### src/design/sm_pkg.sv
package sm_pkg;

  localparam int MAX_CLASSES = 16;
  localparam int IDX_W       = $clog2(MAX_CLASSES);
  localparam int CNT_W       = $clog2(MAX_CLASSES + 1);
  localparam int ROM_SIZE    = 4096;
  localparam int ROM_AW      = $clog2(ROM_SIZE);
  localparam int EXP_W       = 17;
  localparam int SUM_W       = IDX_W + EXP_W;
  localparam int NUM_W       = 34;
  localparam int DIV_CW      = $clog2(NUM_W + 1);

  localparam logic signed [15:0] LOGIT_MIN = 16'sh8000;
  localparam logic [EXP_W-1:0]   EXP_ONE   = 17'h10000;

  typedef struct packed {
    logic [CNT_W-1:0]   n;
    logic signed [15:0] mx;
    logic               drop;
    logic               bank;
  } desc_t;

  // Ratio between neighboring table entries, exp(-1/256) in unsigned Q0.64,
  // taken as 2^64 minus a truncated Taylor sum.
  function automatic logic [63:0] exp_step_const();
    logic [63:0] t;
    logic [63:0] s;
    t = 64'd1 << 56;
    s = 64'd0;
    for (int k = 1; k < 16; k++) begin
      if (t != 64'd0) begin
        if (k[0]) s = s + t;
        else      s = s - t;
        t = (t >> 8) / 64'(k + 1);
      end
    end
    return 64'd0 - s;
  endfunction

  localparam logic [63:0] EXP_C = exp_step_const();

endpackage

### src/design/sm_queue.sv
module sm_queue import sm_pkg::*; (
  input  logic  clk,
  input  logic  rst_n,
  input  logic  push,
  input  desc_t din,
  output logic  full,
  input  logic  pop,
  output desc_t dout,
  output logic  valid
);

  desc_t      mem_r [2];
  logic       wp_r;
  logic       rp_r;
  logic [1:0] cnt_r;

  assign full  = (cnt_r == 2'd2);
  assign valid = (cnt_r != 2'd0);
  assign dout  = mem_r[rp_r];

  always_ff @(posedge clk) begin
    if (push) mem_r[wp_r] <= din;
  end

  always_ff @(posedge clk) begin
    if (!rst_n) begin
      wp_r  <= 1'b0;
      rp_r  <= 1'b0;
      cnt_r <= 2'd0;
    end else begin
      if (push) wp_r <= ~wp_r;
      if (pop)  rp_r <= ~rp_r;
      if (push && !pop)      cnt_r <= cnt_r + 2'd1;
      else if (pop && !push) cnt_r <= cnt_r - 2'd1;
    end
  end

endmodule

### config.mk
export PLATFORM = sky130hd
export DESIGN_NAME = sm_queue
export DESIGN_NICKNAME = d
export VERILOG_FILES = /design/src/design/sm_pkg.sv /design/src/design/sm_queue.sv
export SDC_FILE = /design/constraint.sdc
export NUM_CORES = 1
export LEC_CHECK = 0
export ABC_CLOCK_PERIOD_IN_PS = 4800
export BUFFER_PORTS_ARGS = -buffer_cell sky130_fd_sc_hd__clkbuf_2
export CORE_MARGIN = 2
export CORE_UTILIZATION = 40
export CTS_BUF_LIST = sky130_fd_sc_hd__clkbuf_16
export DETAILED_ROUTE_END_ITERATION = 7
export MAX_ROUTING_LAYER = met4
export SYNTH_ARGS = -nofsm -noshare
export SYNTH_HDL_FRONTEND = slang
export SYNTH_SLANG_ARGS = --single-unit
export TNS_END_PERCENT = 20
### constraint.sdc
create_clock -name clk -period 4.8 [get_ports clk]
set_clock_uncertainty 0.2 [all_clocks]
set_input_delay 0.96 -clock clk [delete_from_list [all_inputs] [get_ports clk]]
set_output_delay 0.96 -clock clk [all_outputs]
set_load 0.005 [all_outputs]
==> results.yml <==
run_status:
  status: "complete, no violations"
finish:
  utilization_pct: 52.4
  nNetsFinal: 178
  syn_to_final_growth_pct: 24.1
  final_layout_size_suffix_gt1_share_pct: 55.6
  antenna_cells: 0
clock_network:
  worstSkewPairLatency_ns: 0.28
  cts_hold_buf: 0
  cts_sinks: 51
  postCtsResizedCells: 0
  htreeDepth: 2
  cts_setup_buffers: 0
  cts_tree: "yes"
  root_buffer: "clkbuf_16"
  cts_max_path_buffers: 2
  clk_pin_slew_ns: 0.06
  numCtsBuffers: 5
floorplan:
  io_pins: 52
  start_util_pct: 42.2
  dieArea_mm2: 0.00526
  die_x_um: 72.5
  die_h_um: 72.5
  coreArea_mm2: 0.00444
  std_cell_rows: 24
grt:
  overflow: 0
  grt_pass1_wl_um: 4950
  grt_use_met1_pct: 14.7
  antenna_found_initial: 0
  grt-busiest-layer: "met2"
  grt_pass1_vias: 1061
  track_usage_pct: 13.3
  grt_max_degree: 24
  use_met2_pct: 22.3
  gr-usage-met3_pct: 3.75
setup_path:
  critPathKind: "flop to primary output"
  cp-end-kind: "primary output"
  worstPathMaxFanout: 23
  r2r_end: "mem_r[1][9]$_DFFE_PP_"
  regToRegStartpoint: "wp_r$_SDFFE_PN0P_"
  start_kind: "flop"
  timing.reg2reg.setup_slack_ns: 2.99
  crit_required_ns: 3.64
  arrival_ns: 1.83
  critPathCapture: "dout[13]"
  reg2regPathDepth: 1
power:
  peakVddDrop_mv: 0.192
  power_density_mw_per_mm2: 403
  total_leakage_power_nw: 0.910
synthesis:
  yosys_warnings: 0
  syn_inst: 93
  synth-main-ff-cell: "edfxtp_1"
  yosys.area.top_type_share_pct: 73.6
  syn_nets: 121
  syn_area_mm2: 0.00188
  synth_area_per_cell_um2: 20.2
  synth_area_leaders: "edfxtp_1 74%, mux2_2 14%, dfxtp_1 5.3%"
  ys_seq_elements: 51
  ys_types: 16
  synth_edf_count: 46
  synth.most_common_cell: "edfxtp_1"
  async_flop_share_pct: 0
  synthTopCellsByCount: "46 x edfxtp_1, 23 x mux2_2, 5 x dfxtp_1"
  ys_seq_area_share_pct: 78.9
  synth_area_leader_cell: "edfxtp_1"
route:
  routed_wl_um: 3060
  final_antenna_net_count: 0
  via_count: 975
  via_per_inst: 4.80
  first_iter_violations: 58
  wl_per_cell_um: 15.1
  dr.pass1.iters: 4
  drc: 0
timing:
  tightest_slew_ns: 1.08
  timing.final.ws_setup_ns: 1.81
  rsz0062_at_grt: "no"
  finalCritPeriodShare_pct: 62.3
  hold_viol: 0
  slew_violations: 0
  maxSlewHeadroom_pct: 28.1
  whs_ns: 0.329
  tns_ns: 0
  fin_crit_ns: 2.99
  max_freq_mhz: 334
  setup_viol: 0
placement:
  place_congestion: 0.616
  hpwl_um: 2140
  io_buffer_count: 51
  dp_slack_ns: 2.04
flow_run:
  max_cap_viol_count: 0
worst_hold_path:
  holdPathStages: 2
  min_path_type: "flop to flop"
per-layer routing:
layer	up-vias	wire length, um
met5	-	0
met4	0	53
met3	7	161
met2	28	1670
met1	471	1180
li1	469	-
stage by stage:
stage,power (mW),cells,cell area (um2)
6_report,0.938,203,2330
5_1_grt,0.979,203,2330
4_1_cts,0.952,203,2330
3_5_place_dp,0.628,195,2190
3_3_place_gp,0.622,195,2190
2_1_floorplan,0.581,93,1880
sequential cells by signal, indices dropped and copies added (netlist names), named ones only:
register,cells
wp_r,1
rp_r,1
cnt_r,2
mem_r,46
power breakdown:
group / switching, mW / internal (mW) / total [mW]
clock: 0.134 / 0.188 / 0.322
combinational: 0.0371 / 0.0520 / 0.0891
sequential: 0.0150 / 0.512 / 0.527
total: 0.186 / 0.752 / 0.938
how the worst min path moves through the flow:
stage | start | end | slack [ns]
2_1_floorplan | cnt_r[1]$_SDFFE_PN0P_ | cnt_r[1]$_SDFFE_PN0P_ | 0.26
3_5_place_dp | cnt_r[1]$_SDFFE_PN0P_ | cnt_r[1]$_SDFFE_PN0P_ | 0.32
3_3_place_gp | cnt_r[1]$_SDFFE_PN0P_ | cnt_r[1]$_SDFFE_PN0P_ | 0.27
6_report | cnt_r[1]$_SDFFE_PN0P_ | cnt_r[1]$_SDFFE_PN0P_ | 0.33
4_1_cts | cnt_r[1]$_SDFFE_PN0P_ | cnt_r[1]$_SDFFE_PN0P_ | 0.33
5_1_grt | cnt_r[1]$_SDFFE_PN0P_ | cnt_r[1]$_SDFFE_PN0P_ | 0.38
cells by family after synthesis:
logic type	count (synthesis)	share of synthesized area, %
AO/OA/AOI/OAI	3	1.07
XOR/XNOR	3	1.40
adder cells (fa/ha/maj)	1	0.667
buffers and inverters	3	1.00
flip-flops	51	78.9
multiplexers	23	13.8
AND/OR/NAND/NOR	9	3.13
critical path, stage by stage, from the launching register on:
cell and delay, ns:
dfxtp_1 0.99, mux2_2 0.44, clkbuf_2 0.12
cells in the final DEF (no fill, tap or decap), types with 2 or more instances in the layout:
cell type	n
clkbuf_2	51
edfxtp_1	46
mux2_2	23
dfxtp_1	5
clkbuf_16	5
and2_1	4
inv_1	2
xor2_1	2
final cells by class:
cell class	instances	area, um2
Inverter	1	3.75
Timing Repair Buffer	52	263
Sequential cell	51	1480
Clock buffer	5	125
Tap cell	52	65.1
Multi-Input combinational cell	39	379
Clock inverter	3	12.5
Fill cell	403	2110
Power figures use the tool's default switching activity.
