`src/design/sm_pkg.sv`:
```
package sm_pkg;

  localparam int MAX_CLASSES = 16;
  localparam int IDX_W       = $clog2(MAX_CLASSES);
  localparam int CNT_W       = $clog2(MAX_CLASSES + 1);
  localparam int ROM_SIZE    = 4096;
  localparam int ROM_AW      = $clog2(ROM_SIZE);
  localparam int EXP_W       = 17;
  localparam int SUM_W       = IDX_W + EXP_W;
  localparam int NUM_W       = 34;
  localparam int DIV_CW      = $clog2(NUM_W + 1);

  localparam logic signed [15:0] LOGIT_MIN = 16'sh8000;
  localparam logic [EXP_W-1:0]   EXP_ONE   = 17'h10000;

  typedef struct packed {
    logic [CNT_W-1:0]   n;
    logic signed [15:0] mx;
    logic               drop;
    logic               bank;
  } desc_t;

  // Ratio between neighboring table entries, exp(-1/256) in unsigned Q0.64,
  // taken as 2^64 minus a truncated Taylor sum.
  function automatic logic [63:0] exp_step_const();
    logic [63:0] t;
    logic [63:0] s;
    t = 64'd1 << 56;
    s = 64'd0;
    for (int k = 1; k < 16; k++) begin
      if (t != 64'd0) begin
        if (k[0]) s = s + t;
        else      s = s - t;
        t = (t >> 8) / 64'(k + 1);
      end
    end
    return 64'd0 - s;
  endfunction

  localparam logic [63:0] EXP_C = exp_step_const();

endpackage

```
`src/design/sm_front.sv`:
```
module sm_front import sm_pkg::*; (
  input  logic               clk,
  input  logic               rst_n,
  input  logic               in_valid,
  output logic               in_ready,
  input  logic signed [15:0] in_logit,
  input  logic               in_end_of_vector,
  input  logic               rom_done,
  input  logic               q_full,
  output logic               push,
  output desc_t              push_desc,
  input  logic               rd_bank,
  input  logic [IDX_W-1:0]   rd_idx,
  output logic [15:0]        rd_data
);

  // Two banks, so one vector can load while the back end reads the other.
  logic [15:0]        store_r [2][MAX_CLASSES];
  logic [CNT_W-1:0]   count_r, count_nxt;
  logic signed [15:0] max_r, max_nxt;
  logic               drop_r, drop_nxt;
  logic               bank_r;
  logic               accept;
  logic               has_room;

  assign in_ready = rom_done && !q_full;
  assign accept   = in_valid && in_ready;
  assign has_room = (count_r < CNT_W'(MAX_CLASSES));

  always_comb begin
    count_nxt = count_r;
    max_nxt   = max_r;
    drop_nxt  = drop_r;
    if (has_room) begin
      count_nxt = count_r + CNT_W'(1);
      if (count_r == '0 || in_logit > max_r) max_nxt = in_logit;
    end else begin
      drop_nxt = 1'b1;
    end
  end

  assign push           = accept && in_end_of_vector;
  assign push_desc.n    = count_nxt;
  assign push_desc.mx   = max_nxt;
  assign push_desc.drop = drop_nxt;
  assign push_desc.bank = bank_r;

  always_ff @(posedge clk) begin
    if (accept && has_room) store_r[bank_r][count_r[IDX_W-1:0]] <= in_logit;
    rd_data <= store_r[rd_bank][rd_idx];
  end

  always_ff @(posedge clk) begin
    if (!rst_n) begin
      count_r <= '0;
      max_r   <= LOGIT_MIN;
      drop_r  <= 1'b0;
      bank_r  <= 1'b0;
    end else if (accept) begin
      if (in_end_of_vector) begin
        count_r <= '0;
        max_r   <= LOGIT_MIN;
        drop_r  <= 1'b0;
        bank_r  <= ~bank_r;
      end else begin
        count_r <= count_nxt;
        max_r   <= max_nxt;
        drop_r  <= drop_nxt;
      end
    end
  end

endmodule

```
`config.mk`:
```
export PLATFORM = sky130hd
export DESIGN_NAME = sm_front
export DESIGN_NICKNAME = d
export VERILOG_FILES = /design/src/design/sm_pkg.sv /design/src/design/sm_front.sv
export SDC_FILE = /design/constraint.sdc
export NUM_CORES = 1
export LEC_CHECK = 0
export BUFFER_PORTS_ARGS = -buffer_cell sky130_fd_sc_hd__buf_4
export CAP_MARGIN = 20
export CORE_AREA = 4 4 195 197
export CTS_CLUSTER_DIAMETER = 30
export DETAILED_ROUTE_END_ITERATION = 8
export DIE_AREA = 0 0 199 201
export PLACE_DENSITY = 0.86
export SLEW_MARGIN = 10
export SYNTH_ARGS = -nofsm -noshare
export SYNTH_HDL_FRONTEND = slang
export SYNTH_SLANG_ARGS = --single-unit
```
`constraint.sdc`:
```
create_clock -name clk -period 5.1 [get_ports clk]
set_input_delay 1.02 -clock clk [delete_from_list [all_inputs] [get_ports clk]]
set_output_delay 1.02 -clock clk [all_outputs]
set_load 0.005 [all_outputs]
```
==> impl_table.tex <==
\begin{tabular}{lr}
\hline
Metric & Value \\
\hline
\multicolumn{2}{l}{\textbf{Status}} \\
\quad Run status & finished clean \\
\multicolumn{2}{l}{\textbf{Clocking}} \\
\quad Sinks on the clock net & 551 \\
\quad Root Buffer & sky130\_fd\_sc\_hd\_\_clkbuf\_16 \\
\quad Post CTS Setup Buffer Count & 0 \\
\quad Clock tree buffer depth & 3 \\
\quad Source-to-sink clock delay at the later pin of the worst-skew pair & 610 ps \\
\quad Deepest level of the CTS H-tree & 3 \\
\quad Total of hold buffers inserted after clock tree synthesis & 0 \\
\quad TritonCTS clock tree & done \\
\quad TritonCTS Buffers & 87 \\
\quad Clock transition at path regs & 50 ps \\
\quad Post-CTS sizing & 0 \\
\multicolumn{2}{l}{\textbf{Worst setup path}} \\
\quad Top fanout value on the critical path & 35 \\
\quad Endpoint class of the critical path & output pin \\
\quad Data required time of the worst path & 4080 ps \\
\quad Startpoint class of the critical path & primary input \\
\quad Kind of critical path & primary input to output pin \\
\quad WP data arrival & 3520 ps \\
\multicolumn{2}{l}{\textbf{Drt}} \\
\quad Post-detailed-route via-to-cell ratio & 6.88 \\
\quad Detailed Route WL & 57600 µm \\
\quad Detail-routed net length per standard cell & 34.7 µm \\
\quad DR vias & 11400 \\
\quad Violation count after the first detailed-routing iteration & 1780 \\
\quad Final routed DRC violation total & 0 \\
\quad Detailed Routing Iterations Pass 1 & 6 \\
\quad ANT nets after route & 0 \\
\multicolumn{2}{l}{\textbf{Global routing}} \\
\quad Global-route usage over all layers & 0.295 \\
\quad Total congestion overflow after global routing & 0 \\
\quad M3 GR Usage & 0.0594 \\
\quad Initial antenna violation count & 1 \\
\quad Top Usage Layer GRT & met2 \\
\quad Met1 usage in global routing & 0.389 \\
\quad GR Util met2 & 0.480 \\
\quad Number of global-route vias before repair & 11700 \\
\quad First-pass GRT wire length & 83300 µm \\
\quad Maximum number of pins on one net before global-route repair & 70 \\
\multicolumn{2}{l}{\textbf{STA}} \\
\quad Sum of negative setup slack & 0 ps \\
\quad Min cycle time layout & 4540 ps \\
\quad Maximum clock frequency & 220 MHz \\
\quad Number of pins exceeding their max-slew limit in the final report & 0 \\
\quad Worst-case clock skew & 29.6 ps \\
\quad Worst slew slack as a fraction of its limit & 0.377 \\
\quad PnR worst setup slack & 560 ps \\
\quad Setup repair after global routing missed its margin & false \\
\quad Setup violation total in the final timing report & 0 \\
\quad Final cycle utilization of the critical path & 0.890 \\
\quad Worst Tran Pin Value & 932 ps \\
\quad Final hold violation count & 0 \\
\multicolumn{2}{l}{\textbf{Placement}} \\
\quad Worst setup slack after placement & 550 ps \\
\quad Cell total after placement & 1497 \\
\quad HPWL after DPL & 28900 µm \\
\quad Final weighted congestion in routability-driven placement & 0.915 \\
\quad Quantity of I/O buffers inserted on ports & 67 \\
\multicolumn{2}{l}{\textbf{Floorplan}} \\
\quad \# IOs & 68 \\
\quad Width of the die & 199 µm \\
\quad Die Area & 40000 µm² \\
\quad Cell row count & 70 \\
\quad Total core area & 36300 µm² \\
\quad Chip height & 201 µm \\
\quad Starting utilization of the core area & 0.593 \\
\multicolumn{2}{l}{\textbf{Logic synthesis}} \\
\quad Cell type with the largest total area after synthesis & sky130\_fd\_sc\_hd\_\_edfxtp\_1 \\
\quad Most instantiated cells after synthesis & 512 x sky130\_fd\_sc\_hd\_\_edfxtp\_1, 160 x sky130\_fd\_sc\_hd\_\_mux4\_2, 39 x sky130\_fd\_sc\_hd\_\_dfxtp\_1 \\
\quad Per-instance average area after synthesis & 22.4 µm² \\
\quad Post-synth EDFFs & 512 \\
\quad Yosys warns & 0 \\
\quad Cell area after technology mapping & 21500 µm² \\
\quad Syn Nets & 1005 \\
\quad Number of distinct library cells after synthesis & 46 \\
\quad Fraction of registers with async set/reset & 0 \\
\quad Most frequent cell after synthesis & sky130\_fd\_sc\_hd\_\_edfxtp\_1 \\
\quad Area fraction of the dominant cell type after synthesis & 0.715 \\
\quad Number of synthesized register bits & 551 \\
\quad Part of the Yosys area used for sequential elements & 0.751 \\
\quad Gate count of the mapped netlist & 958 \\
\quad Predominant post-synthesis flop cell & sky130\_fd\_sc\_hd\_\_edfxtp\_1 \\
\quad Most area-consuming cells after synthesis & sky130\_fd\_sc\_hd\_\_edfxtp\_1 71\%, sky130\_fd\_sc\_hd\_\_mux4\_2 17\%, sky130\_fd\_sc\_hd\_\_dfxtp\_1 3.6\% \\
\multicolumn{2}{l}{\textbf{Power}} \\
\quad Reported leakage power & 8.63 nW \\
\quad Cell internal power dissipation & 9.09 mW \\
\quad Share of power burned in combinational logic & 0.042 \\
\quad VDD IR max & 0.336 mV \\
\quad Sw Share & 0.217 \\
\quad Clock share of power & 0.528 \\
\quad Power share of the sequential group & 0.429 \\
\quad P\_sw & 2.52 mW \\
\quad Pwr dens & 449 nW/µm² \\
\multicolumn{2}{l}{\textbf{Finish}} \\
\quad Number of nets in the finished design & 1165 \\
\quad Non-filler instance count after layout & 1660 \\
\quad Layout-stage area growth over the synthesis result & 20.2\% \\
\quad Diode count & 0 \\
\quad Proportion of layout cells with a drive suffix above 1 & 0.395 \\
\multicolumn{2}{l}{\textbf{Flow run}} \\
\quad Maxcap violations & 0 \\
\multicolumn{2}{l}{\textbf{Min path}} \\
\quad Path class of the lowest-slack min-delay path & register to register \\
\hline
\end{tabular}
[path summary, 6_finish.rpt]
path,endpoint,depth (start not counted),slack [ps],startpoint
worst min register to register,drop_r,2,500,drop_r
worst min-delay path,drop_r,2,500,drop_r
worst max register to register,store_r[0][224],4,2390,count_r[4]
worst max-delay path,push_desc[7],10,560,in_logit[5]
[per-layer routing]
layer | wire, µm | part of all wire
met1 | 19700 | 0.34
met2 | 29200 | 0.51
met3 | 5770 | 0.10
met4 | 2930 | 0.051
met5 | 0 | 0
[sequential cells by signal (all words and copies together) (netlist names)]
name and flops:
drop_r 1, bank_r 1, rd_data 16, store_r 512, count_r 5, max_r 16
[power by group through the flow]
stage | clock network, mW | logic, mW | registers [mW]
2_1_floorplan | 0 | 0.263 | 5.07
3_3_place_gp | 0 | 0.462 | 5.07
3_5_place_dp | 0 | 0.479 | 5.07
4_1_cts | 6.16 | 0.494 | 4.98
5_1_grt | 6.41 | 0.519 | 4.98
6_report | 6.14 | 0.492 | 4.98
[layout make-up]
| class | count | area [µm²] |
|---|---|---|
| Clock inverter | 58 | 669 |
| Inverter | 21 | 78.8 |
| Clock buffer | 105 | 2390 |
| Timing Repair Buffer | 117 | 922 |
| Multi-Input combinational cell | 340 | 5050 |
| Fill cell | 1972 | 10400 |
| Sequential cell | 551 | 16200 |
| Tap cell | 468 | 586 |
[critical path, cell delays in order]
cell and delay [ps]:
sky130_fd_sc_hd__buf_4 340, sky130_fd_sc_hd__ha_1 320, sky130_fd_sc_hd__a41o_1 210, sky130_fd_sc_hd__a21oi_1 130, sky130_fd_sc_hd__o22a_1 200, sky130_fd_sc_hd__a31oi_2 170
sky130_fd_sc_hd__o32ai_4 290, sky130_fd_sc_hd__buf_4 310, sky130_fd_sc_hd__mux2_2 380, sky130_fd_sc_hd__buf_4 140
[cell families (layout without fill, tap and decap cells)]
family,after synthesis,in the layout,synth area share
AOI/OAI and AO/OA,43,43,0.0166
xor gates and xnor gates,4,4,0.00163
adders and majority gates,20,20,0.0116
buffers and inverters,67,301,0.0143
DFF,551,551,0.751
muxes,193,193,0.186
and+or+nand+nor,80,80,0.0183
[through the flow]
step	utilization	cell area (µm²)	hold WS (ps)	total power [mW]
detailed placement	0.629	22800	475	5.55
global placement	0.629	22800	451	5.53
finish	0.713	25900	498	11.6
floorplan	-	21500	429	5.33
CTS	0.713	25900	486	11.6
global route	0.713	25900	520	11.9
[placed cells by master, fill, tap and decap left out, drive strengths merged, types with 5 or more instances in the layout]
master and instances:
dfxtp 39, clkbuf 106, edfxtp 512, o21ai 5
nor2b 5, clkinv 17, ha 20, mux4 160
buf 116, clkinvlp 11, bufinv 10, a22o 15
mux2 32, a21oi 7, nand2 13, inv 41
nor2 38
Note: power is estimated with default switching activity, not from simulation.
