`config.mk`:
```
export PLATFORM = sky130hd
export DESIGN_NAME = sm_back
export DESIGN_NICKNAME = d
export VERILOG_FILES = /design/src/design/sm_pkg.sv /design/src/design/sm_back.sv
export SDC_FILE = /design/constraint.sdc
export NUM_CORES = 1
export LEC_CHECK = 0
export BUFFER_PORTS_ARGS = -buffer_cell sky130_fd_sc_hd__clkbuf_2
export CAP_MARGIN = 20
export CORE_MARGIN = 2
export CORE_UTILIZATION = 25
export DETAILED_ROUTE_END_ITERATION = 7
export GPL_TIMING_DRIVEN = 0
export PLACE_DENSITY = 0.5
export SLEW_MARGIN = 5
export SYNTH_ARGS = -nofsm -noshare
export SYNTH_HDL_FRONTEND = slang
export SYNTH_SLANG_ARGS = --single-unit
```
`constraint.sdc`:
```
create_clock -name clk -period 5.85 [get_ports clk]
set_input_delay 1.17 -clock clk [delete_from_list [all_inputs] [get_ports clk]]
set_output_delay 1.17 -clock clk [all_outputs]
set_load 0.01 [all_outputs]
```
`src/design/sm_pkg.sv`:
```
package sm_pkg;

  localparam int MAX_CLASSES = 16;
  localparam int IDX_W       = $clog2(MAX_CLASSES);
  localparam int CNT_W       = $clog2(MAX_CLASSES + 1);
  localparam int ROM_SIZE    = 4096;
  localparam int ROM_AW      = $clog2(ROM_SIZE);
  localparam int EXP_W       = 17;
  localparam int SUM_W       = IDX_W + EXP_W;
  localparam int NUM_W       = 34;
  localparam int DIV_CW      = $clog2(NUM_W + 1);

  localparam logic signed [15:0] LOGIT_MIN = 16'sh8000;
  localparam logic [EXP_W-1:0]   EXP_ONE   = 17'h10000;

  typedef struct packed {
    logic [CNT_W-1:0]   n;
    logic signed [15:0] mx;
    logic               drop;
    logic               bank;
  } desc_t;

  // Ratio between neighboring table entries, exp(-1/256) in unsigned Q0.64,
  // taken as 2^64 minus a truncated Taylor sum.
  function automatic logic [63:0] exp_step_const();
    logic [63:0] t;
    logic [63:0] s;
    t = 64'd1 << 56;
    s = 64'd0;
    for (int k = 1; k < 16; k++) begin
      if (t != 64'd0) begin
        if (k[0]) s = s + t;
        else      s = s - t;
        t = (t >> 8) / 64'(k + 1);
      end
    end
    return 64'd0 - s;
  endfunction

  localparam logic [63:0] EXP_C = exp_step_const();

endpackage

```
`src/design/sm_back.sv`:
```
module sm_back import sm_pkg::*; (
  input  logic              clk,
  input  logic              rst_n,
  input  logic              q_valid,
  input  desc_t             q_head,
  output logic              q_pop,
  output logic              rd_bank,
  output logic [IDX_W-1:0]  rd_idx,
  input  logic [15:0]       rd_data,
  output logic [ROM_AW-1:0] rom_addr,
  input  logic [EXP_W-1:0]  rom_data,
  output logic              out_valid,
  input  logic              out_ready,
  output logic [15:0]       out_probability,
  output logic [3:0]        out_class_index,
  output logic              out_final_result,
  output logic              out_overflowed
);

  localparam logic [2:0] S_IDLE  = 3'd0;
  localparam logic [2:0] S_EXP   = 3'd1;
  localparam logic [2:0] S_DRAIN = 3'd2;
  localparam logic [2:0] S_DIVL  = 3'd3;
  localparam logic [2:0] S_DIVR  = 3'd4;
  localparam logic [2:0] S_EMIT  = 3'd5;
  localparam logic [2:0] S_PIPE  = 3'd6;

  logic [2:0]        state_r;
  desc_t             cur_r;
  logic [CNT_W-1:0]  i_r;
  logic [SUM_W-1:0]  sum_r;
  logic              pv0_r;
  logic [IDX_W-1:0]  pidx0_r;
  logic              pv_r;
  logic              pinr_r;
  logic [IDX_W-1:0]  pidx_r;
  logic [EXP_W-1:0]  exp_r [MAX_CLASSES];
  logic [NUM_W-1:0]  num_r;
  logic [SUM_W-1:0]  rem_r;
  logic [EXP_W-1:0]  q_r;
  logic [DIV_CW-1:0] cnt_r;
  logic              out_valid_r;
  logic [15:0]       prob_r;
  logic [3:0]        cls_r;
  logic              fin_r;
  logic              ovf_r;

  logic signed [16:0] diff;
  logic               in_range;
  logic [EXP_W-1:0]   e_new;
  logic [SUM_W:0]     rem_sh;
  logic               ge;
  logic [SUM_W:0]     rem_sub;
  logic               is_last;
  logic               emit_fire;

  assign rd_bank  = cur_r.bank;
  assign rd_idx   = i_r[IDX_W-1:0];
  assign diff     = {cur_r.mx[15], cur_r.mx} - {rd_data[15], rd_data};
  assign in_range = !diff[16] && (diff[15:ROM_AW] == '0);
  assign rom_addr = diff[ROM_AW-1:0];
  assign e_new    = pinr_r ? rom_data : '0;

  assign rem_sh  = {rem_r, num_r[NUM_W-1]};
  assign ge      = (rem_sh >= {1'b0, sum_r});
  assign rem_sub = rem_sh - {1'b0, sum_r};

  assign is_last   = ((i_r + CNT_W'(1)) == cur_r.n);
  assign q_pop     = (state_r == S_DRAIN);
  assign emit_fire = (state_r == S_EMIT) && (!out_valid_r || out_ready);

  assign out_valid        = out_valid_r;
  assign out_probability  = prob_r;
  assign out_class_index  = cls_r;
  assign out_final_result = fin_r;
  assign out_overflowed   = ovf_r;

  // The store read and the table lookup are each registered, so an exponent
  // passes through rd_data and then rom_data before it is written to exp_r.
  always_ff @(posedge clk) begin
    pidx0_r <= i_r[IDX_W-1:0];
    pinr_r  <= in_range;
    pidx_r  <= pidx0_r;
    if (pv_r) exp_r[pidx_r] <= e_new;
    if (state_r == S_IDLE) cur_r <= q_head;
    if (state_r == S_IDLE) sum_r <= '0;
    else if (pv_r) sum_r <= sum_r + SUM_W'(e_new);
    if (state_r == S_DIVL) begin
      num_r <= NUM_W'({exp_r[i_r[IDX_W-1:0]], 16'd0}) + NUM_W'(sum_r >> 1);
      rem_r <= '0;
      q_r   <= '0;
    end else if (state_r == S_DIVR) begin
      num_r <= num_r << 1;
      rem_r <= ge ? rem_sub[SUM_W-1:0] : rem_sh[SUM_W-1:0];
      q_r   <= {q_r[EXP_W-2:0], ge};
    end
    if (emit_fire) begin
      if (sum_r == '0)   prob_r <= 16'd0;
      else if (q_r[16])  prob_r <= 16'hFFFF;
      else               prob_r <= q_r[15:0];
      cls_r <= 4'(i_r);
      fin_r <= is_last;
      ovf_r <= cur_r.drop;
    end
  end

  always_ff @(posedge clk) begin
    if (!rst_n) begin
      state_r     <= S_IDLE;
      i_r         <= '0;
      pv0_r       <= 1'b0;
      pv_r        <= 1'b0;
      cnt_r       <= '0;
      out_valid_r <= 1'b0;
    end else begin
      pv0_r <= (state_r == S_EXP);
      pv_r  <= pv0_r;
      if (emit_fire)      out_valid_r <= 1'b1;
      else if (out_ready) out_valid_r <= 1'b0;
      case (state_r)
        S_IDLE: begin
          if (q_valid) begin
            i_r     <= '0;
            state_r <= S_EXP;
          end
        end
        S_EXP: begin
          if (is_last) state_r <= S_PIPE;
          else         i_r <= i_r + CNT_W'(1);
        end
        S_PIPE: begin
          state_r <= S_DRAIN;
        end
        S_DRAIN: begin
          i_r     <= '0;
          state_r <= S_DIVL;
        end
        S_DIVL: begin
          cnt_r   <= DIV_CW'(NUM_W);
          state_r <= S_DIVR;
        end
        S_DIVR: begin
          cnt_r <= cnt_r - DIV_CW'(1);
          if (cnt_r == DIV_CW'(1)) state_r <= S_EMIT;
        end
        S_EMIT: begin
          if (emit_fire) begin
            if (is_last) state_r <= S_IDLE;
            else begin
              i_r     <= i_r + CNT_W'(1);
              state_r <= S_DIVL;
            end
          end
        end
        default: state_r <= S_IDLE;
      endcase
    end
  end

endmodule

```
==> results_dict.tcl, run 1 <==
set metrics [dict create \
    slew_headroom 0.348 \
    cts_setup_buffers 0 \
    syn_nets 1542 \
    grt_max_degree 33 \
    final_util 0.297 \
    synth_area_sq_um 19800 \
    p_leak_nw 8.36 \
    syn_avg_cell_area_sq_um 14.0 \
    synth_top_cell_by_area "edfxtp_1" \
    synthCells 1417 \
    fin_area_sq_um 23400 \
    ys_top_cells_by_area "edfxtp_1 (53%), dfxtp_1 (9.0%), mux4_2 (6.3%), ha_1 (3.9%), xnor2_1 (2.2%)" \
    first_global_vias 12376 \
    crit_fanout 19 \
    synth_cell_type_count 74 \
    ant_nets 0 \
    required_ns 6.13 \
    dp_hpwl_um 34000 \
    synth-async-reset-ratio 0 \
    routedWlPerCell_um 18.7 \
    startpoint_type "register" \
    insertion_delay_ns 0.60 \
    synthToLayoutAreaGrowth_pct 18.2 \
    cp.arrival_ns 5.64 \
    vias 12111 \
    ys_seq_area_frac 0.623 \
    fin_nets 1704 \
    finalMaxSlewViolations 0 \
    drive_gt1_frac 0.182 \
    n_antenna_cell 0 \
    grt_pass1_wl_um 75700 \
    hold_violations 0 \
    final_common_cell "edfxtp_1" \
    cts_buffer_depth 3 \
    power_density_nw_per_um2 366 \
    start_util 0.252 \
    ys.flop_type "edfxtp_1" \
    seqCellArea_sq_um 12300 \
    tightestPinTransition_ns 0.971 \
    die_h_um 285 \
    clock.fmax_mhz 187 \
    vdd_drop_max_mv 0.253 \
    io_pins 101 \
    die_area_sq_um 81400 \
    io_buffers 100 \
    synth_edf_count 351 \
    rsz0062_at_grt "no" \
    status "complete, no violations" \
    grt-ovfl-total 0 \
    worstSetupEndpointType "register" \
    clockRootBuffer "clkbuf_16" \
    grt_usage 0.121 \
    yosysTopAreaCellShare 0.533 \
    drt_iter0_markers 615 \
    maxCapViolations 0 \
    cts_resized 0 \
    worstSetupPathType "register to register" \
    die_x_um 285 \
    fillers 7987 \
    htreeDepth 2 \
    ys_warn_count 0 \
    vias_per_cell 4.54 \
    ys_ff_latch 440 \
    cts_tree "done" \
    hp-class "register to register" \
    tns_ns 0 \
    dpl_cell_area_sq_um 21900 \
    cts_made_buffers 47 \
    clk_pin_slew_ns 0.06 \
    row_count 103 \
    core-area_sq_um 78600 \
    multi_input_area_sq_um 6970 \
    grt_antenna_before_repair 0 \
    wirelength_um 49700 \
    dr.pass1.iters 4 \
    drc 0 \
    finalCriticalPeriod_ns 5.35 \
    finalClockSkew_ns 0.0566 \
    gp_congestion 0.749 \
    finalHoldWorstSlack_ns 0.324 \
    layout_common_cells "edfxtp_1 (351), clkbuf_2 (101), nand2_1 (98), nor2_1 (94), dfxtp_1 (89)" \
    period_share 0.915 \
    cts_sinks 440 \
    hold_buffers 0 \
    setup_violations 0 \
]
-- stage by stage --
step                cells  setup WS, ns  power, W
finish               2665         0.495   0.00856
detailed placement   2581        0.0235   0.00572
global placement     2567         0.118   0.00569
CTS                  2665         0.369   0.00866
floorplan            1417          1.50   0.00516
global route         2665         0.168   0.00901
-- worst max-delay path, cell delays in order, from the launching register on --
cell     delay (ns)
dfxtp_1        0.51
buf_6          0.21
buf_2          0.28
buf_2          0.33
buf_4          0.27
buf_2          0.48
mux4_2         0.41
mux4_2         0.57
ha_1           0.31
a21o_1         0.10
a21o_1         0.14
a21oi_1        0.13
nor4_1         0.63
nand4_1        0.26
nor2_1         0.17
xor2_1         0.16
o21ai_1        0.07
-- cell usage after synthesis (8+ instances only) --
master and number:
nand2_1 98, o21ai_1 11, clkbuf_1 31, a21oi_1 70
mux4_1 13, o21ai_0 59, a22oi_1 10, buf_2 10
o21a_1 8, nor2b_1 17, xnor2_1 50, nand2b_1 16
ha_1 61, nor4_1 11, o21bai_1 9, a32oi_1 8
a21o_1 20, dfxtp_1 89, inv_1 59, a22o_1 24
mux4_2 55, nor3_1 19, nand4_1 10, edfxtp_1 351
nand3_1 16, xor2_1 16, and2_1 21, a221oi_1 8
mux2i_1 30, nor2_1 107
-- final timing paths --
| check | to | cells after the start | from | slack [ns] |
|---|---|---|---|---|
| worst max-delay path | num_r[29]$_DFFE_PP_ | 16 | register | 0.50 |
| worst min-delay path | pidx_r[3]$_DFF_P_ | 0 | pidx0_r[3]$_DFF_P_ | 0.32 |
| worst max register to register | num_r[29]$_DFFE_PP_ | 16 | register | 0.50 |
| worst min register to register | pidx_r[3]$_DFF_P_ | 0 | pidx0_r[3]$_DFF_P_ | 0.32 |
-- registers in the layout (all words and copies together) (netlist names), named ones only --
name,cells
i_r,5
pidx0_r,4
pidx_r,4
pv_r,1
sum_r,21
num_r,34
pinr_r,1
q_r,17
out_overflowed,1
out_class_index,4
out_final_result,1
rd_bank,1
cnt_r,6
out_probability,16
cur_r,22
state_r,3
out_valid,1
rem_r,21
exp_r,272
pv0_r,1
-- per-layer routing --
metal / GRT usage / wire [um]
met1: 0.165 / 23200
met2: 0.197 / 23200
met3: 0.0224 / 2180
met4: 0.0364 / 1140
met5: 0 / 0
-- where the power goes --
part	internal [W]	switching, W	total, W	leakage (nW)
Combinational	0.000857	0.00121	0.00206	3.48
Sequential	0.00349	0.0000863	0.00358	4.15
Clock	0.00167	0.00124	0.00292	0.728
-- area by class of cell --
cell class | count | share of cell area
Sequential cell | 440 | 0.527
Multi-Input combinational cell | 857 | 0.298
Buffer | 60 | 0.0159
Inverter | 59 | 0.00947
Clock inverter | 21 | 0.00776
Clock buffer | 64 | 0.0566
Tap cell | 1050 | 0.0562
Timing Repair Buffer | 114 | 0.0291
-- cell families after synthesis --
family / share of synthesized area
simple gates: 0.0868
buf+inv: 0.0302
flops: 0.623
compound gates: 0.0918
mux: 0.0962
xor+xnor: 0.0292
fa+ha+maj: 0.0426
Power figures use the tool's default switching activity.
==> run 2, diff against run 1 <==
--- a/config.mk
+++ b/config.mk
@@ -5,6 +5,7 @@
 export SDC_FILE = /design/constraint.sdc
 export NUM_CORES = 1
 export LEC_CHECK = 0
+export ABC_AREA = 1
 export BUFFER_PORTS_ARGS = -buffer_cell sky130_fd_sc_hd__clkbuf_2
 export CAP_MARGIN = 20
 export CORE_MARGIN = 2
==> results_dict.tcl, run 2 <==
set metrics [dict create \
    status "complete, no violations" \
    grt_antenna_before_repair 0 \
    layout_common_cells "nand2_1 (533), edfxtp_1 (351), inv_1 (266), nand3_1 (177), nor2_1 (166)" \
    vdd_drop_max_mv 0.357 \
    cts_sinks 440 \
    power_density_nw_per_um2 515 \
    ys_seq_area_frac 0.591 \
    cp.arrival_ns 4.72 \
    drc 0 \
    ys_warn_count 0 \
    pwr-share-comb 0.413 \
    maxCapViolations 0 \
    htreeDepth 2 \
    synth-async-reset-ratio 0 \
    first_global_vias 15244 \
    vias_per_cell 4.51 \
    synth_area_sq_um 20800 \
    grt_max_degree 44 \
    finalCriticalPeriod_ns 4.42 \
    synthToLayoutAreaGrowth_pct 18.0 \
    synth_edf_count 351 \
    synthTopCellsByCount "nand2_1 (533), edfxtp_1 (351), inv_1 (266)" \
    n_antenna_cell 0 \
    io_pins 101 \
    gp_congestion 0.840 \
    final_common_cell "nand2_1" \
    yosysTopAreaCellShare 0.506 \
    clock.fmax_mhz 226 \
    synthCells 2200 \
    grt_pass1_wl_um 91900 \
    cts_tree "done" \
    ys.flop_type "edfxtp_1" \
    dpl.cell_count 3383 \
    drt-met1-wl_um 28700 \
    ys_ff_latch 440 \
    rsz0062_at_grt "no" \
    period_share 0.755 \
    largest_register_ffs 272 \
    vias 15666 \
    finalHoldWorstSlack_ns 0.326 \
    wirelength_um 60600 \
    dr.pass1.iters 5 \
    clockRootBuffer "clkbuf_16" \
    die_area_sq_um 85700 \
    routedWlPerCell_um 17.5 \
    synth.most_common_cell "nand2_1" \
    dr_wl_met3_um 2800 \
    stdcell_count 3471 \
    tns_ns 0 \
    finalClockSkew_ns 0.0635 \
    top_layer "met4" \
    crit_fanout 10 \
    synth_cell_type_count 44 \
    required_ns 6.16 \
    dp_hpwl_um 42000 \
    hp-class "register to register" \
    top_register "exp_r" \
    setup_violations 0 \
    power_w 0.0127 \
    seq_power_share 0.333 \
    row_count 105 \
    core-area_sq_um 82400 \
    tightestPinTransition_ns 1.03 \
    drt_iter0_markers 1196 \
    slew_headroom 0.310 \
    io_buffers 99 \
    clock_power_share 0.253 \
    fillers 8516 \
    die_h_um 293 \
    cts_made_buffers 47 \
    grt_usage 0.140 \
    p_sw_frac 0.407 \
    worstSetupEndpointType "register" \
    wl_met2_um 27900 \
    p_sw_w 0.00516 \
    synth_top_cell_by_area "edfxtp_1" \
    ff2ff_path_depth 17 \
    cts_buffer_depth 3 \
    reg_top3 "exp_r x272, num_r x34, cur_r x22" \
    startpoint_type "register" \
    final_util 0.299 \
    p_int_w 0.00751 \
    cts_setup_buffers 0 \
    p_leak_nw 10.2 \
    start_util 0.253 \
    worstSetupPathType "register to register" \
    grt-ovfl-total 0 \
    clk_pin_slew_ns 0.06 \
    fin_nets 2487 \
    syn_nets 2325 \
    cts_resized 0 \
    ant_nets 0 \
    die_x_um 293 \
    insertion_delay_ns 0.61 \
    whs_path_depth 0 \
    finalMaxSlewViolations 0 \
    hold_violations 0 \
    ys_top_cells_by_area "edfxtp_1 (51%), nand2_1 (9.6%), dfxtp_1 (8.5%), inv_1 (4.8%), nand3_1 (4.2%)" \
    drive_gt1_frac 0.106 \
    syn_avg_cell_area_sq_um 9.48 \
    hold_buffers 0 \
]
==> run 2: cell count changes in the layout (fill, tap and decap cells not counted), moves of 55 or more <==
cell and change:
o21ai_0 +101, nor2_1 +72, mux4_2 -55, nand2_1 +435
inv_1 +207, nand3_1 +161
==> run 2: final cells by class <==
| cell class | count | area [sq um] | area share |
|---|---|---|---|
| multi-input cells | 1401 | 7180 | 0.292 |
| repair buffers | 113 | 652 | 0.0265 |
| clock inverters | 21 | 317 | 0.0129 |
| well taps | 1070 | 1340 | 0.0544 |
| plain buffers | 86 | 422 | 0.0171 |
| clock buffers | 67 | 1340 | 0.0546 |
| inverters | 273 | 1020 | 0.0417 |
| flip-flops and latches | 440 | 12300 | 0.501 |
==> run 2: power by group through the flow <==
stage / Combinational [W] / Sequential [W] / Clock, W
floorplan: 0.00354 / 0.00422 / 0
global placement: 0.00521 / 0.00429 / 0
detailed placement: 0.00525 / 0.00429 / 0
CTS: 0.00528 / 0.00423 / 0.00328
global route: 0.00589 / 0.00427 / 0.00339
finish: 0.00524 / 0.00422 / 0.00321
==> run 2: cells by family (layout without fill, tap and decap cells) <==
family,Yosys count,count (layout),synth area share
buffers and inverters,359,560,0.0693
DFF,440,440,0.591
adders and majority gates,65,65,0.0405
AOI/OAI and AO/OA,351,351,0.0947
and+or+nand+nor,939,939,0.185
xor gates and xnor gates,46,46,0.0193
==> run 2: worst max-delay path: stages, from the launching register on <==
cell      delay, ns
dfxtp_1        0.40
buf_2          0.32
clkbuf_1       0.62
clkbuf_1       0.55
o221ai_1       0.33
o211ai_1       0.15
nand2_1        0.13
ha_1           0.24
fa_1           0.41
nand3_1        0.10
and2_1         0.12
inv_1          0.05
nand3_1        0.18
clkinv_1       0.20
nand3_1        0.13
nand2_1        0.05
nand3_1        0.09
nand2_1        0.05
==> run 2: worst paths after layout <==
check,from,endpoint,slack [ns]
setup / recovery,register,num_r[30]$_DFFE_PP_,1.43
hold / removal,pidx0_r[0]$_DFF_P_,pidx_r[0]$_DFF_P_,0.33
hold reg to reg,pidx0_r[0]$_DFF_P_,pidx_r[0]$_DFF_P_,0.33
setup reg to reg,register,num_r[30]$_DFFE_PP_,1.43
==> run 2: stage by stage <==
stage	setup WS [ns]	instance area [sq um]
after floorplan	2.00	20800
after global placement	1.16	22700
after detailed placement	1.46	22900
after CTS	1.40	24600
after global routing	1.18	24600
final	1.43	24600
==> run 2: routing by layer <==
layer / vias up / GRT usage
met5: - / 0
met3: 70 / 0.0178
met1: 7473 / 0.193
li1: 7765 / -
met4: 0 / 0.0348
met2: 358 / 0.231
==> run 3, diff against run 2 <==
--- a/config.mk
+++ b/config.mk
@@ -12,7 +12,7 @@
 export CORE_UTILIZATION = 25
 export DETAILED_ROUTE_END_ITERATION = 7
 export GPL_TIMING_DRIVEN = 0
-export PLACE_DENSITY = 0.5
+export PLACE_DENSITY = 0.52
 export SLEW_MARGIN = 5
 export SYNTH_ARGS = -nofsm -noshare
 export SYNTH_HDL_FRONTEND = slang
==> constraint.sdc (replaced) <==
create_clock -name clk -period 3.6 [get_ports clk]
set_input_delay 0.72 -clock clk [delete_from_list [all_inputs] [get_ports clk]]
set_output_delay 0.72 -clock clk [all_outputs]
set_load 0.01 [all_outputs]
==> results_dict.tcl, run 3 (synthesis results as in run 2) <==
set metrics [dict create \
    status "complete, no violations" \
    dr.pass1.iters 6 \
    rsz0062_at_grt "no" \
    drive_gt1_frac 0.115 \
    cp.arrival_ns 2.69 \
    drc 0 \
    final_common_cell "nand2_1" \
    top_register "exp_r" \
    largest_register_ffs 272 \
    cts_setup_buffers 0 \
    gp_congestion 0.854 \
    grt_pass1_wl_um 92500 \
    use_met3 0.0203 \
    cts_sinks 440 \
    drt_iter0_markers 1335 \
    clock.fmax_mhz 293 \
    grt_usage 0.142 \
    clk_pin_slew_ns 0.06 \
    grt_antenna_before_repair 1 \
    vdd_drop_max_mv 0.674 \
    final_util 0.299 \
    cts_made_buffers 47 \
    hp-class "primary input to register" \
    io_buffers 99 \
    power_density_nw_per_um2 834 \
    dp_hpwl_um 43000 \
    grt_util_met1 0.193 \
    grt_max_degree 44 \
    required_ns 2.88 \
    reg2reg_slack_ns 0.26 \
    synthToLayoutAreaGrowth_pct 18.3 \
    p_int_w 0.0120 \
    period_share 0.947 \
    worstSetupPathType "register to output pin" \
    fin_nets 2479 \
    met2_usage 0.232 \
    cts_tree "done" \
    whs_path_depth 1 \
    seq_power_share 0.334 \
    finalCriticalPeriod_ns 3.41 \
    reg2reg_to "num_r[32]$_DFFE_PP_" \
    p_sw_frac 0.417 \
    io_pins 101 \
    finalClockSkew_ns 0.0576 \
    die_x_um 293 \
    tightestPinTransition_ns 1.02 \
    grt-ovfl-total 0 \
    hp-start "q_head[10]" \
    ant_nets 0 \
    p_leak_nw 10.2 \
    start_util 0.253 \
    ff2ff_path_depth 20 \
    core-area_sq_um 82400 \
    layout_common_cells "nand2_1 (530), edfxtp_1 (351), inv_1 (260), nand3_1 (176), nor2_1 (166)" \
    finalMaxSlewViolations 0 \
    worstSetupEndpointType "output pin" \
    hold_violations 0 \
    clockRootBuffer "clkbuf_16" \
    clock_power_share 0.245 \
    die_area_sq_um 85700 \
    pwr-share-comb 0.421 \
    first_global_vias 15310 \
    reg_top3 "exp_r x272, num_r x34, cur_r x22" \
    p_sw_w 0.00858 \
    slew_headroom 0.323 \
    n_antenna_cell 0 \
    insertion_delay_ns 0.63 \
    routedWlPerCell_um 17.8 \
    vias_per_cell 4.59 \
    die_h_um 293 \
    maxCapViolations 0 \
    cts_buffer_depth 3 \
    whs_endpoint "cur_r[10]$_DFFE_PN_" \
    crit_fanout 4 \
    setup_violations 0 \
    vias 15869 \
    tns_ns 0 \
    startpoint_type "register" \
    htreeDepth 2 \
    busiest_layer "met2" \
    wirelength_um 61600 \
    row_count 105 \
]
[run 3: cell types whose count changed in the layout (fill, tap and decap cells not counted), moves of 4 or more]
| cell | change |
|---|---|
| buf_2 | -7 |
| inv_1 | -6 |
| clkbuf_1 | -18 |
| clkbuf_8 | -5 |
| clkinvlp_4 | +6 |
| buf_4 | +4 |
| clkbuf_2 | +4 |
| buf_6 | +4 |
[run 3: power groups by stage]
stage | Clock (W) | Combinational [W] | Sequential, W
6_report | 0.00504 | 0.00866 | 0.00688
2_1_floorplan | 0 | 0.00575 | 0.00685
4_1_cts | 0.00514 | 0.00863 | 0.00687
5_1_grt | 0.00531 | 0.00971 | 0.00695
3_3_place_gp | 0 | 0.00848 | 0.00697
3_5_place_dp | 0 | 0.00860 | 0.00697
[run 3: critical path, cell delays in order, from the launching register on]
cell and delay [ns]:
edfxtp_1 0.36, ha_1 0.33, a21oi_1 0.13, nand2_1 0.10, a21oi_1 0.30, o21ai_1 0.18, inv_1 0.10, nor2_1 0.04
o21ai_0 0.20, xnor2_1 0.17, clkbuf_2 0.16
[run 3: worst max-delay path by stage]
stage	slack, ns	to	start
final	0.19	rom_addr[11]	cur_r[4]$_DFFE_PN_
after global routing	0.03	num_r[32]$_DFFE_PP_	register
after CTS	0.002	sum_r[15]$_SDFFE_PN0P_	pinr_r$_DFF_P_
after detailed placement	-0.69	num_r[30]$_DFFE_PP_	register
after global placement	-1.18	exp_r[11][3]$_DFFE_PP_	pv_r$_SDFF_PN0_
after floorplan	0.61	num_r[30]$_DFFE_PP_	register
[run 3: routing by layer]
metal / vias up / share of wire
met2: 452 / 0.46
li1: 7738 / -
met5: - / 0
met3: 102 / 0.058
met1: 7577 / 0.46
met4: 0 / 0.030
[run 3: area by class of cell]
type                    count  area [sq um]
repair buffers            115           699
clock inverters            29           333
flip-flops and latches    440         12300
inverters                 273          1050
multi-input cells        1401          7230
clock buffers              57          1280
well taps                1070          1340
fillers                  8617         57700
plain buffers              76           414
[run 3: through the flow]
stage / power, W / area, sq um / hold slack, ns / worst slack [ns] / instances
after global placement: 0.0155 / 22700 / 0.310 / -1.18 / 3369
after detailed placement: 0.0156 / 23000 / 0.312 / -0.686 / 3385
after global routing: 0.0220 / 24700 / 0.259 / 0.0293 / 3461
after CTS: 0.0206 / 24600 / 0.248 / 0.00212 / 3463
after floorplan: 0.0126 / 20800 / 0.310 / 0.607 / 2200
final: 0.0206 / 24700 / 0.274 / 0.190 / 3461
[run 3: timing repair]
| action | in CTS | in global routing |
|---|---|---|
| gates resized for setup | 13 | 27 |
| setup endpoints to repair | 15 | 24 |
| hold buffers | 0 | 0 |
| pin swaps | 0 | 2 |
